**config.mk**
```make
export PLATFORM = sky130hd
export DESIGN_NAME = asm_window
export DESIGN_NICKNAME = d
export VERILOG_FILES = /design/src/rtl/asm_pkg.sv /design/src/rtl/asm_window.sv
export SDC_FILE = /design/constraint.sdc
export NUM_CORES = 1
export LEC_CHECK = 0
export BUFFER_PORTS_ARGS = -buffer_cell sky130_fd_sc_hd__buf_2
export CAP_MARGIN = 20
export CORE_MARGIN = 1.5
export CORE_UTILIZATION = 49
export DETAILED_ROUTE_END_ITERATION = 10
export PLACE_DENSITY = 0.68
export SETUP_SLACK_MARGIN = 0.1
export SLEW_MARGIN = 0
export SYNTH_ARGS = -nofsm -noshare
export SYNTH_HDL_FRONTEND = slang
export SYNTH_SLANG_ARGS = --single-unit
```
**constraint.sdc**
```tcl
create_clock -name clk -period 11.5 [get_ports clk]
set_input_delay 2.3 -clock clk [delete_from_list [all_inputs] [get_ports clk]]
set_output_delay 2.3 -clock clk [all_outputs]
set_load 0.05 [all_outputs]
```
**src/rtl/asm_pkg.sv**
```systemverilog
// ----------------------------------------------------------------------------
// asm_pkg: shared types and helpers for the anchored string matcher
// Item types, configuration register indexes, pattern storage and
// ASCII case folding.
// ----------------------------------------------------------------------------
package asm_pkg;

	localparam int MAX_PATTERN_DEF = 16;
	localparam int PAT_BYTES       = 16;
	localparam int CNT_W           = 5;
	localparam int CFG_W           = 64;
	localparam int CFG_IDX_W       = 3;

	localparam logic [CNT_W-1:0] LEN_SAT = 5'd31;

	localparam logic [7:0] CH_UPPER_A = 8'h41;
	localparam logic [7:0] CH_UPPER_Z = 8'h5A;
	localparam logic [7:0] CH_LOWER_A = 8'h61;

	typedef enum logic [CFG_IDX_W-1:0] {
		CFG_ANCHOR_START    = 3'd0,
		CFG_ANCHOR_END      = 3'd1,
		CFG_SUBSEQ_MODE     = 3'd2,
		CFG_IGNORE_CASE     = 3'd3,
		CFG_PATTERN_LENGTH  = 3'd4,
		CFG_PATTERN_LOW     = 3'd5,
		CFG_PATTERN_HIGH    = 3'd6
	} cfg_idx_t;

	typedef logic [PAT_BYTES-1:0][7:0] pattern_t;

	typedef struct packed {
		logic [7:0] character;
		logic       last_char;
		logic       empty_string;
	} in_item_t;

	typedef struct packed {
		logic matched;
	} out_item_t;

	function automatic logic [7:0] fold(input logic [7:0] c, input logic ic);
		logic [7:0] r;
		r = c;
		if (ic && (c >= CH_UPPER_A) && (c <= CH_UPPER_Z)) begin
			r = c - CH_UPPER_A + CH_LOWER_A;
		end
		return r;
	endfunction

endpackage

```
**src/rtl/asm_window.sv**
```systemverilog
// ----------------------------------------------------------------------------
// asm_window: recent byte window and tail comparator
// Shifts in one byte per request and compares the newest bytes, as they
// stand after the shift, against the pattern in parallel.
// ----------------------------------------------------------------------------
module asm_window #(
	parameter int DEPTH = asm_pkg::MAX_PATTERN_DEF
) (
	input  logic                       clk,
	input  logic                       shift,
	input  logic [7:0]                 character,
	input  logic                       ignore_case,
	input  asm_pkg::pattern_t          pattern,
	input  logic [asm_pkg::CNT_W-1:0]  len,
	input  logic [asm_pkg::CNT_W-1:0]  count_next,
	output logic                       tail_hit
);
	import asm_pkg::*;

	logic [DEPTH-1:0][7:0] win_q;
	logic [DEPTH-1:0][7:0] win_next;
	logic [DEPTH-1:0]      pos_ok;

	always_comb begin
		win_next[0] = character;
		for (int j = 1; j < DEPTH; j++) begin
			win_next[j] = win_q[j-1];
		end
	end

	// Window entry j pairs with pattern byte len-1-j; entries past len are don't-care.
	always_comb begin
		logic [CNT_W-1:0] p;
		for (int j = 0; j < DEPTH; j++) begin
			p = len - CNT_W'(1) - CNT_W'(j);
			pos_ok[j] = (CNT_W'(j) >= len) ||
				(fold(win_next[j], ignore_case) == fold(pattern[p[3:0]], ignore_case));
		end
	end

	assign tail_hit = (count_next >= len) && (&pos_ok);

	always_ff @(posedge clk) begin
		if (shift) begin
			win_q <= win_next;
		end
	end

endmodule

```
### Word-level counts from Yosys, hierarchy flattened

Cells that the tools add are included.

| storage, ports and cells | value |
|---|---|
| latch bits | 0 |
| memories kept | 0 |
| bits in registers | 120 |
| output and inout bits | 1 |
| logic and storage cells | 354 |
| RAM bits | 0 |
| memory bits (read-only) | 0 |
| input bits | 149 |

| cells by class | value |
|---|---|
| divide/modulo/power cells | 0 |
| eq/ne operators | 16 |
| shift-type cells | 0 |
| multiplexer cells | 64 |
| multiply operators | 0 |
| order comparisons | 97 |
| reduce and logical (&&, ||, !) cells | 82 |
| bitwise gates (word level) | 0 |
| add/sub/neg operators | 80 |

Operators by type and width:

| kind | count |
|---|---|
| $bmux W8 S4 | 16 |
| $mux W8 | 48 |
| $add A8 B7 Y8 const B | 32 |
| $ge A8 B7 Y1 const B | 32 |
| $le A8 B7 Y1 const B | 32 |
| $sub A8 B7 Y8 const B | 32 |
| $eq A8 B8 Y1 | 16 |
| $lt A4 B5 Y1 const B | 16 |
| $logic_and A1 B1 Y1 | 65 |
| $ge A4 B5 Y1 const A | 8 |
| $sub A4 B4 Y4 const B | 8 |
| $ge A3 B5 Y1 const A | 4 |
| $logic_or A1 B1 Y1 | 16 |
| $reduce_and A16 Y1 | 1 |
| $sub A4 B3 Y4 const B | 4 |
| $ge A1 B5 Y1 const A | 2 |
| $ge A2 B5 Y1 const A | 2 |
| $sub A4 B1 Y4 const B | 2 |
| $sub A4 B2 Y4 const B | 2 |
| $ge A5 B5 Y1 | 1 |

### Depth between registers and ports, before layout

Gate-level depths: netlist of run 1.

| logic depth | value |
|---|---|
| depth in word-level cells | 12 |
| gate-level depth with buffers | 24 |
| gate-level depth less buffers | 16 |

### Least setup slack after synthesis of run 1

OpenSTA, ideal clock, no wires.

| timing | value |
|---|---|
| path type | input -> output |
| from | input len[0] in the netlist's numbering |
| to | output tail_hit |
| cell stages on the path | 24 |
| data required time | 9200 ps |
| data arrival time | 7328 ps |
| path slack | 1872 ps |
| path buffers | 9 |
| cell sequence | buf_4 inv_4 buf_4 buf_2 buf_1 ha_1 buf_6 buf_6 buf_6 buf_4 buf_4 mux4_2 mux2i_1 mux2i_1 ha_1 o21ai_0 nor4b_1 nand4_1 a211oi_1 o21bai_1 o311ai_0 or4_1 nor4_1 and4_1 |

| on the way | value |
|---|---|
| cells in the longest elaborated chain, start to end | 12 |
| elaborated cells on any way between the ends | 211 |
| those cells by class | add/sub (48); order compare (49); eq/ne (16); mux (48); reduce/logical (50) |

RTL lines:

| item | RTL line | text |
|---|---|---|
| from (decl) | asm_window.sv:14 | `input logic [asm_pkg::CNT_W-1:0] len,` |
| branches (longest 11 deep; another with $sub A8 B7 Y8) | -- |  |
| $logic_and A1 B1 Y1 (*) | asm_window.sv:41 | `assign tail_hit = (count_next >= len) && (&pos_ok);` |
| to (decl) | asm_window.sv:16 | `output logic tail_hit` |

Every way passes the cells marked *. The select of a mux whose other input is x is not followed.

### Worst setup path in the final report of run 1

Ends and elaborated chain as after synthesis.

==> reports/metrics.cfg, run 1 <==
[status]
run_status=finished clean

[grt]
track_usage_pct=33.4
antenna_found_initial=1
grt_overflow=0
grt_pass1_wl_mm=76.1
grt_pass1_vias=12000
grt_max_degree=71

[yosys]
synth_area_per_cell_um2=10.6
synthTopCellsByArea=edfxtp_1, mux4_2, mux2i_1
synth_top_area_share_pct=24.8
synthCells=1376
syn_nets=1566
synth_warnings=0
synth_area_leader_cell=edfxtp_1
mappedNetlistArea_mm2=0.0145
synth-seq-cells=120
synth_edf_count=120
ys_top_cells_by_count=mux2i_1, edfxtp_1, mux4_2
synth.distinct_cells=80
yosysMostFrequentCell=mux2i_1
async_flop_share_pct=0
ys_seq_area_share_pct=24.8
synthFlopType=edfxtp_1

[setup_path]
start_kind=input pin
critPathArrivalTime_ps=8610
critPathCaptureType=primary output
criticalPathCategory=input pin to primary output
critPathMaxFanout=42
reg2reg_to=win_next[73]$_DFFE_PP_
worstReg2RegStart=win_next[65]$_DFFE_PP_
worstPathRequired_ps=9200
worstRegToRegCells=0
r2r_setup_slack_ps=10620

[finish]
nets=1691
area_delta_synth_final_pct=11.7
largest_register_ffs=120
layout-drive-gt1-share_pct=26.1
seq_area_mm2=0.00360
multiInputGateArea_mm2=0.0105
fill_cells=2478

[cts]
cts_setup_buffers=0
cts_buffers=17
cts_hold_buf=0
clockBufferDepth=2
cts_resized=0
h-tree-depth=4
clk_pin_slew_ps=60
cts_tree=yes
cts.sinks=120
clock_latency_ps=420
cts-root-buf=clkbuf_16

[floorplanning]
rows=62
dieArea_mm2=0.0307
start_util_pct=50.3
core_mm2=0.0289
ioPinCount=150
die_w_um=175
die_y_um=175

[drt]
vias=12900
viasPerCell=6.78
ant_nets=0
wl_per_cell_um=27.0
drt_iter0_drc=1777
drc_errors=0
first_pass_iters=6
finalWirelength_mm=51.2

[timing]
drv_slew=0
finalCriticalPeriod_ps=10910
skew_ps=9.62
worstMarginPinSlew_ps=1170
tns_ps=0
rsz0062_at_grt=no
finalHoldViolations=0
max_freq_ghz=0.0917
fin_crit_sh_pct=94.9
setup_viol=0
slew_headroom_pct=21.5

[place]
hpwl_mm=41.6
gp_congestion=1.05
io_buffers=149

[worst_hold_path]
min_to=win_next[63]$_DFFE_PP_
worstHoldPathCells=0
min_path_type=register to register
holdCritStartpoint=win_next[55]$_DFFE_PP_

[power_and_ir_drop]
p_total_mw=2.22
p_leak_nw=6.33
irDropWorstVdd_mv=0.106
power.density_mw_per_mm2=136

[flow_run]
maxCapViolCount=0

-- per-layer routing --
metal | share of wire, % | wire length [um] | track usage, % | vias to the layer above
li1 | - | - | - | 5663
met1 | 40 | 20400 | 45.1 | 6277
met2 | 43 | 22100 | 50.1 | 798
met3 | 11 | 5430 | 6.75 | 140
met4 | 6.4 | 3280 | 19.1 | 0
met5 | 0 | 0 | 0 | -
-- cell families (layout without fill, tap and decap cells) --
logic type	Yosys count	count (layout)	share of synthesized area [%]
compound gates	220	220	9.45
flops	120	120	24.8
simple gates	361	361	12.2
buf+inv	86	224	3.27
fa+ha+maj	41	41	3.53
other cells	0	1	0
mux	400	400	37.0
xor+xnor	148	148	9.80
-- how the worst max path moves through the flow --
stage | startpoint | end | cells after the start
floorplan | len[0] | tail_hit | 24
global placement | len[0] | tail_hit | 17
detailed placement | len[0] | tail_hit | 17
CTS | len[0] | tail_hit | 17
global route | len[0] | tail_hit | 17
finish | len[0] | tail_hit | 17
-- final cells by class --
type / count / share of cell area (%)
repair buffers: 175 / 5.82
well taps: 384 / 2.96
diodes: 1 / 0.0154
clock buffers: 18 / 2.64
multi-input cells: 1170 / 64.8
clock inverters: 14 / 1.22
inverters: 17 / 0.408
flip-flops and latches: 120 / 22.2
-- worst max-delay path, stage by stage --
cell and delay (ps):
buf_4 390, inv_4 280, ha_4 740, inv_1 300
mux2i_1 180, a2bb2oi_1 210, xnor2_4 650, mux2_2 410
mux2i_1 390, inv_1 90, ha_1 300, o41ai_1 440
xnor2_1 170, a32oi_1 110, a2111oi_0 920, and4_1 410
buf_2 300
-- power by group --
part | leakage, nW | total [mW] | internal [mW] | switching (mW)
logic | 4.86 | 1.11 | 0.464 | 0.643
registers | 1.17 | 0.545 | 0.513 | 0.0320
clock network | 0.301 | 0.565 | 0.364 | 0.201
-- cell usage in the layout, fill, tap and decap left out, drive strengths merged, types with 5 or more instances in the layout --
master,instances
and3,9
o211ai,8
a21oi,70
xor2,56
o31ai,7
buf,174
o21a,5
nor2b,5
nor4,25
clkinv,6
ha,41
a211oi,7
or4,5
nor3,56
nand3,40
mux2i,231
o21ai,65
inv,19
xnor2,88
mux4,104
nor2,79
a21o,7
nand4,10
mux2,65
clkbuf,19
edfxtp,120
a31oi,8
or3,7
nand2,98
-- stage by stage --
step	utilization [%]	setup WS (ps)	instances	cell area (um^2)	hold slack (ps)
finish	56.2	592	1899	16200	481
floorplan	-	1870	1376	14500	451
global placement	54.0	804	1865	15600	469
global route	56.2	357	1899	16200	491
CTS	56.1	722	1897	16200	484
detailed placement	54.0	745	1865	15600	468
(Power assumes the default switching activity.)
==> inputs of run 2 (changes only) <==
--- a/config.mk
+++ b/config.mk
@@ -9,7 +9,7 @@
 export CAP_MARGIN = 20
 export CORE_MARGIN = 1.5
-export CORE_UTILIZATION = 49
+export CORE_UTILIZATION = 50
 export DETAILED_ROUTE_END_ITERATION = 10
-export PLACE_DENSITY = 0.68
+export PLACE_DENSITY = 0.69
 export SETUP_SLACK_MARGIN = 0.1
 export SLEW_MARGIN = 0
==> constraint.sdc (replaced) <==
create_clock -name clk -period 11.5 [get_ports clk]
set_input_delay 2.3 -clock clk [delete_from_list [all_inputs] [get_ports clk]]
set_output_delay 2.3 -clock clk [all_outputs]
set_load 0.1 [all_outputs]
==> reports/metrics.cfg, run 2 (same netlist as run 1, synthesis figures left out) <==
[power_and_ir_drop]
p_comb_share_pct=51.2
swShare_pct=41.5
power.density_mw_per_mm2=133
intPower_mw=1.25
pwr-share-clk_pct=23.3
p_leak_nw=6.29
p_switching_uw=889
irDropWorstVdd_mv=0.113
p_seq_share_pct=25.5
p_total_mw=2.14

[drt]
first_pass_iters=5
viasPerCell=6.70
wl_per_cell_um=26.2
ant_nets=0
drt_iter0_drc=1381
finalWirelength_mm=49.7
vias=12700
drc_errors=0

[grt]
grt_pass1_vias=11900
grt_pass1_wl_mm=74.4
grt_max_degree=70
antenna_found_initial=0
track_usage_pct=33.2
grt_overflow=0

[setup_path]
criticalPathCategory=input pin to primary output
critPathArrivalTime_ps=8740
critPathMaxFanout=49
worstPathRequired_ps=9200
r2r_setup_slack_ps=10600
critPathCaptureType=primary output
start_kind=input pin

[cts]
cts_tree=yes
cts-root-buf=clkbuf_16
cts.sinks=120
clock_latency_ps=430
cts_resized=0
cts_setup_buffers=0
cts_hold_buf=0
clk_pin_slew_ps=60
h-tree-depth=4
clockBufferDepth=2
cts_buffers=17

[finish]
finalInstanceArea_mm2=0.0162
diodes=0
largest_register_ffs=120
nets=1690
layout_commonest_cell=mux2i_1
final_cell_mix=mux2i_1, buf_2, edfxtp_1
area_delta_synth_final_pct=11.1
fill_cells=2493
layout-drive-gt1-share_pct=26.0
multiInputGateArea_mm2=0.0105
seq_area_mm2=0.00360

[timing]
drv_slew=0
fin_ws_ps=455
fin_crit_sh_pct=96.0
rsz0062_at_grt=no
finalHoldViolations=0
setup_viol=0
worstMarginPinSlew_ps=987
holdWs_ps=485
tns_ps=0
max_freq_ghz=0.0905
slew_headroom_pct=34.2
finalCriticalPeriod_ps=11040
skew_ps=12.1

[flow_run]
maxCapViolCount=0

[status]
run_status=finished clean

[place]
dpl_cell_area_mm2=0.0156
gp_congestion=1.03
hpwl_mm=40.0
io_buffers=149
dp_slack_ps=605

[floorplanning]
ioPinCount=150
die_y_um=174
dieArea_mm2=0.0301
start_util_pct=50.7
core_mm2=0.0287
rows=62
die_w_um=174

[worst_hold_path]
min_path_type=register to register

-- run 2: worst paths after layout --
| check | start | to | cells past startpoint |
|---|---|---|---|
| worst min-delay path | win_next[79]$_DFFE_PP_ | win_next[87]$_DFFE_PP_ | 0 |
| worst min register to register | win_next[79]$_DFFE_PP_ | win_next[87]$_DFFE_PP_ | 0 |
| worst max-delay path | len[0] | tail_hit | 18 |
| worst max register to register | win_next[65]$_DFFE_PP_ | win_next[73]$_DFFE_PP_ | 0 |
-- run 2: power groups by stage --
stage	Sequential, mW	Combinational (mW)	Clock (mW)
after detailed placement	0.555	1.06	0
final	0.547	1.10	0.498
after CTS	0.546	1.06	0.501
after floorplan	0.541	0.764	0
after global placement	0.554	1.04	0
after global routing	0.550	1.17	0.518
-- run 2: layout make-up --
| cell class | count | share of cell area (%) |
|---|---|---|
| sequential | 120 | 22.3 |
| timing repair buffer | 174 | 5.97 |
| tap | 384 | 2.97 |
| clock buffer | 18 | 2.65 |
| clock inverter | 14 | 0.619 |
| inverter | 17 | 0.410 |
| multi-input combinational | 1170 | 65.1 |
-- run 2: through the flow --
stage,utilization (%),std cells
after global routing,56.3,1897
final,56.3,1897
after floorplan,-,1376
after detailed placement,54.3,1863
after CTS,56.2,1895
after global placement,54.3,1863
-- run 2: per-layer routing --
metal / routed length (um) / vias to the layer above / track usage, %
li1: - / 5636 / -
met1: 20100 / 6269 / 44.7
met2: 21900 / 681 / 51.0
met3: 4990 / 119 / 6.95
met4: 2730 / 0 / 16.7
met5: 0 / - / 0
-- run 2: critical path: stages --
cell and delay (ps):
buf_4 400, inv_4 340, ha_4 600, buf_4 630, buf_4 400, mux2i_1 280, mux2i_1 180, mux4_2 650
xor2_1 230, a21oi_1 170, nand4_1 100, a211oi_1 500, o21bai_1 190, o311ai_0 240, or4_1 480, nor4_1 270
and4_1 290, buf_2 440
==> inputs of run 3 (changes only) <==
==> constraint.sdc (replaced) <==
create_clock -name clk -period 11.5 [get_ports clk]
set_input_delay 0 -clock clk [delete_from_list [all_inputs] [get_ports clk]]
set_output_delay 0 -clock clk [all_outputs]
set_load 0.1 [all_outputs]
==> reports/metrics.cfg, run 3 (same netlist as run 1, synthesis figures left out) <==
[setup_path]
reg2reg_to=win_next[75]$_DFFE_PP_
start_kind=input pin
r2r_setup_slack_ps=10620
worstReg2RegStart=win_next[67]$_DFFE_PP_
critPathArrivalTime_ps=7200
critPathCaptureType=primary output
worstPathRequired_ps=11500
criticalPathCategory=input pin to primary output
critPathMaxFanout=73
worstRegToRegCells=0

[place]
io_buffers=149
gp_congestion=1.01
dp_slack_ps=4440
hpwl_mm=40.0
dp_cells=1859
dpl_cell_area_mm2=0.0156

[floorplanning]
die_y_um=174
dieArea_mm2=0.0301
die_w_um=174
rows=62
ioPinCount=150
core_mm2=0.0287
start_util_pct=50.7

[power_and_ir_drop]
p_total_mw=2.16
p_leak_nw=6.30
irDropWorstVdd_mv=0.103
power.density_mw_per_mm2=133

[cts]
cts-root-buf=clkbuf_16
cts_buffers=17
clockBufferDepth=2
h-tree-depth=4
clk_pin_slew_ps=60
clock_latency_ps=430
cts.sinks=120
cts_resized=0
cts_tree=yes

[drt]
drc_errors=0
vias=12700
viasPerCell=6.70
first_pass_iters=6
wl_per_cell_um=26.2
ant_nets=0
finalWirelength_mm=49.8
drt_iter0_drc=1615

[timing]
skew_ps=6.67
holdWs_ps=156
setup_viol=0
drv_slew=0
worstMarginPinSlew_ps=1210
finalCriticalPeriod_ps=7200
fin_crit_sh_pct=62.6
tns_ps=0
finalHoldViolations=0
fin_ws_ps=4300
rsz0062_at_grt=no
slew_headroom_pct=19.1
max_freq_ghz=0.139

[finish]
nets=1692
layout-drive-gt1-share_pct=25.6
finalInstanceArea_mm2=0.0162
layout_commonest_cell=mux2i_1
fill_cells=2526
largest_register_ffs=120
final_util_pct=56.5
final_cell_count_no_fill=1899
final_cell_mix=mux2i_1, buf_2, edfxtp_1
diodes=0
area_delta_synth_final_pct=11.4

[grt]
antenna_found_initial=0
grt_pass1_wl_mm=74.6
grt_pass1_vias=11900
grt_max_degree=74
track_usage_pct=33.5
grt_overflow=0

[status]
run_status=finished clean

[worst_hold_path]
holdCritStartpoint=shift
min_to=win_next[54]$_DFFE_PP_
worstHoldPathCells=1
min_path_type=input pin to register

[flow_run]
maxCapViolCount=0

[run 3: how the worst max path moves through the flow]
stage                start       end  cells after the start
global placement    len[0]  tail_hit                     18
floorplan           len[0]  tail_hit                     24
CTS                 len[0]  tail_hit                     18
finish              len[0]  tail_hit                     17
global route        len[0]  tail_hit                     18
detailed placement  len[0]  tail_hit                     18
[run 3: final cells by class]
type                       instances  area (um^2)  area share (%)
inverter                          17         66.3           0.409
clock buffer                      17          425            2.62
multi-input combinational       1170        10500            64.9
clock inverter                    15          141           0.872
tap                              384          480            2.96
timing repair buffer             176          973            6.00
sequential                       120         3600            22.2
[run 3: critical path, stage by stage]
cell,delay (ps)
buf_4,420
inv_4,360
ha_4,550
buf_4,850
buf_4,910
mux2_2,430
nor2_1,90
a21oi_1,80
mux4_2,590
a21oi_1,140
o2bb2ai_1,120
or4_1,510
a2111oi_1,1030
o211ai_1,200
nand3_1,150
and4_1,240
buf_2,450
[run 3: report_power, final]
| group | internal, mW | total [mW] | switching (mW) | leakage (nW) |
|---|---|---|---|---|
| Clock | 0.301 | 0.514 | 0.213 | 0.272 |
| Sequential | 0.513 | 0.546 | 0.0328 | 1.17 |
| Combinational | 0.462 | 1.10 | 0.639 | 4.86 |
[run 3: layer usage]
metal  track usage [%]  vias up  wire length, um
li1                  -     5667                -
met1              43.5     6236            19500
met2              52.7      690            22500
met3              8.36      129             5190
met4              15.9        0             2600
met5                 0        -                0
[run 3: timing repair]
action,CTS,global route
hold buffers,8,0
endpoints found under the hold margin,8,0
setup buffers,0,0
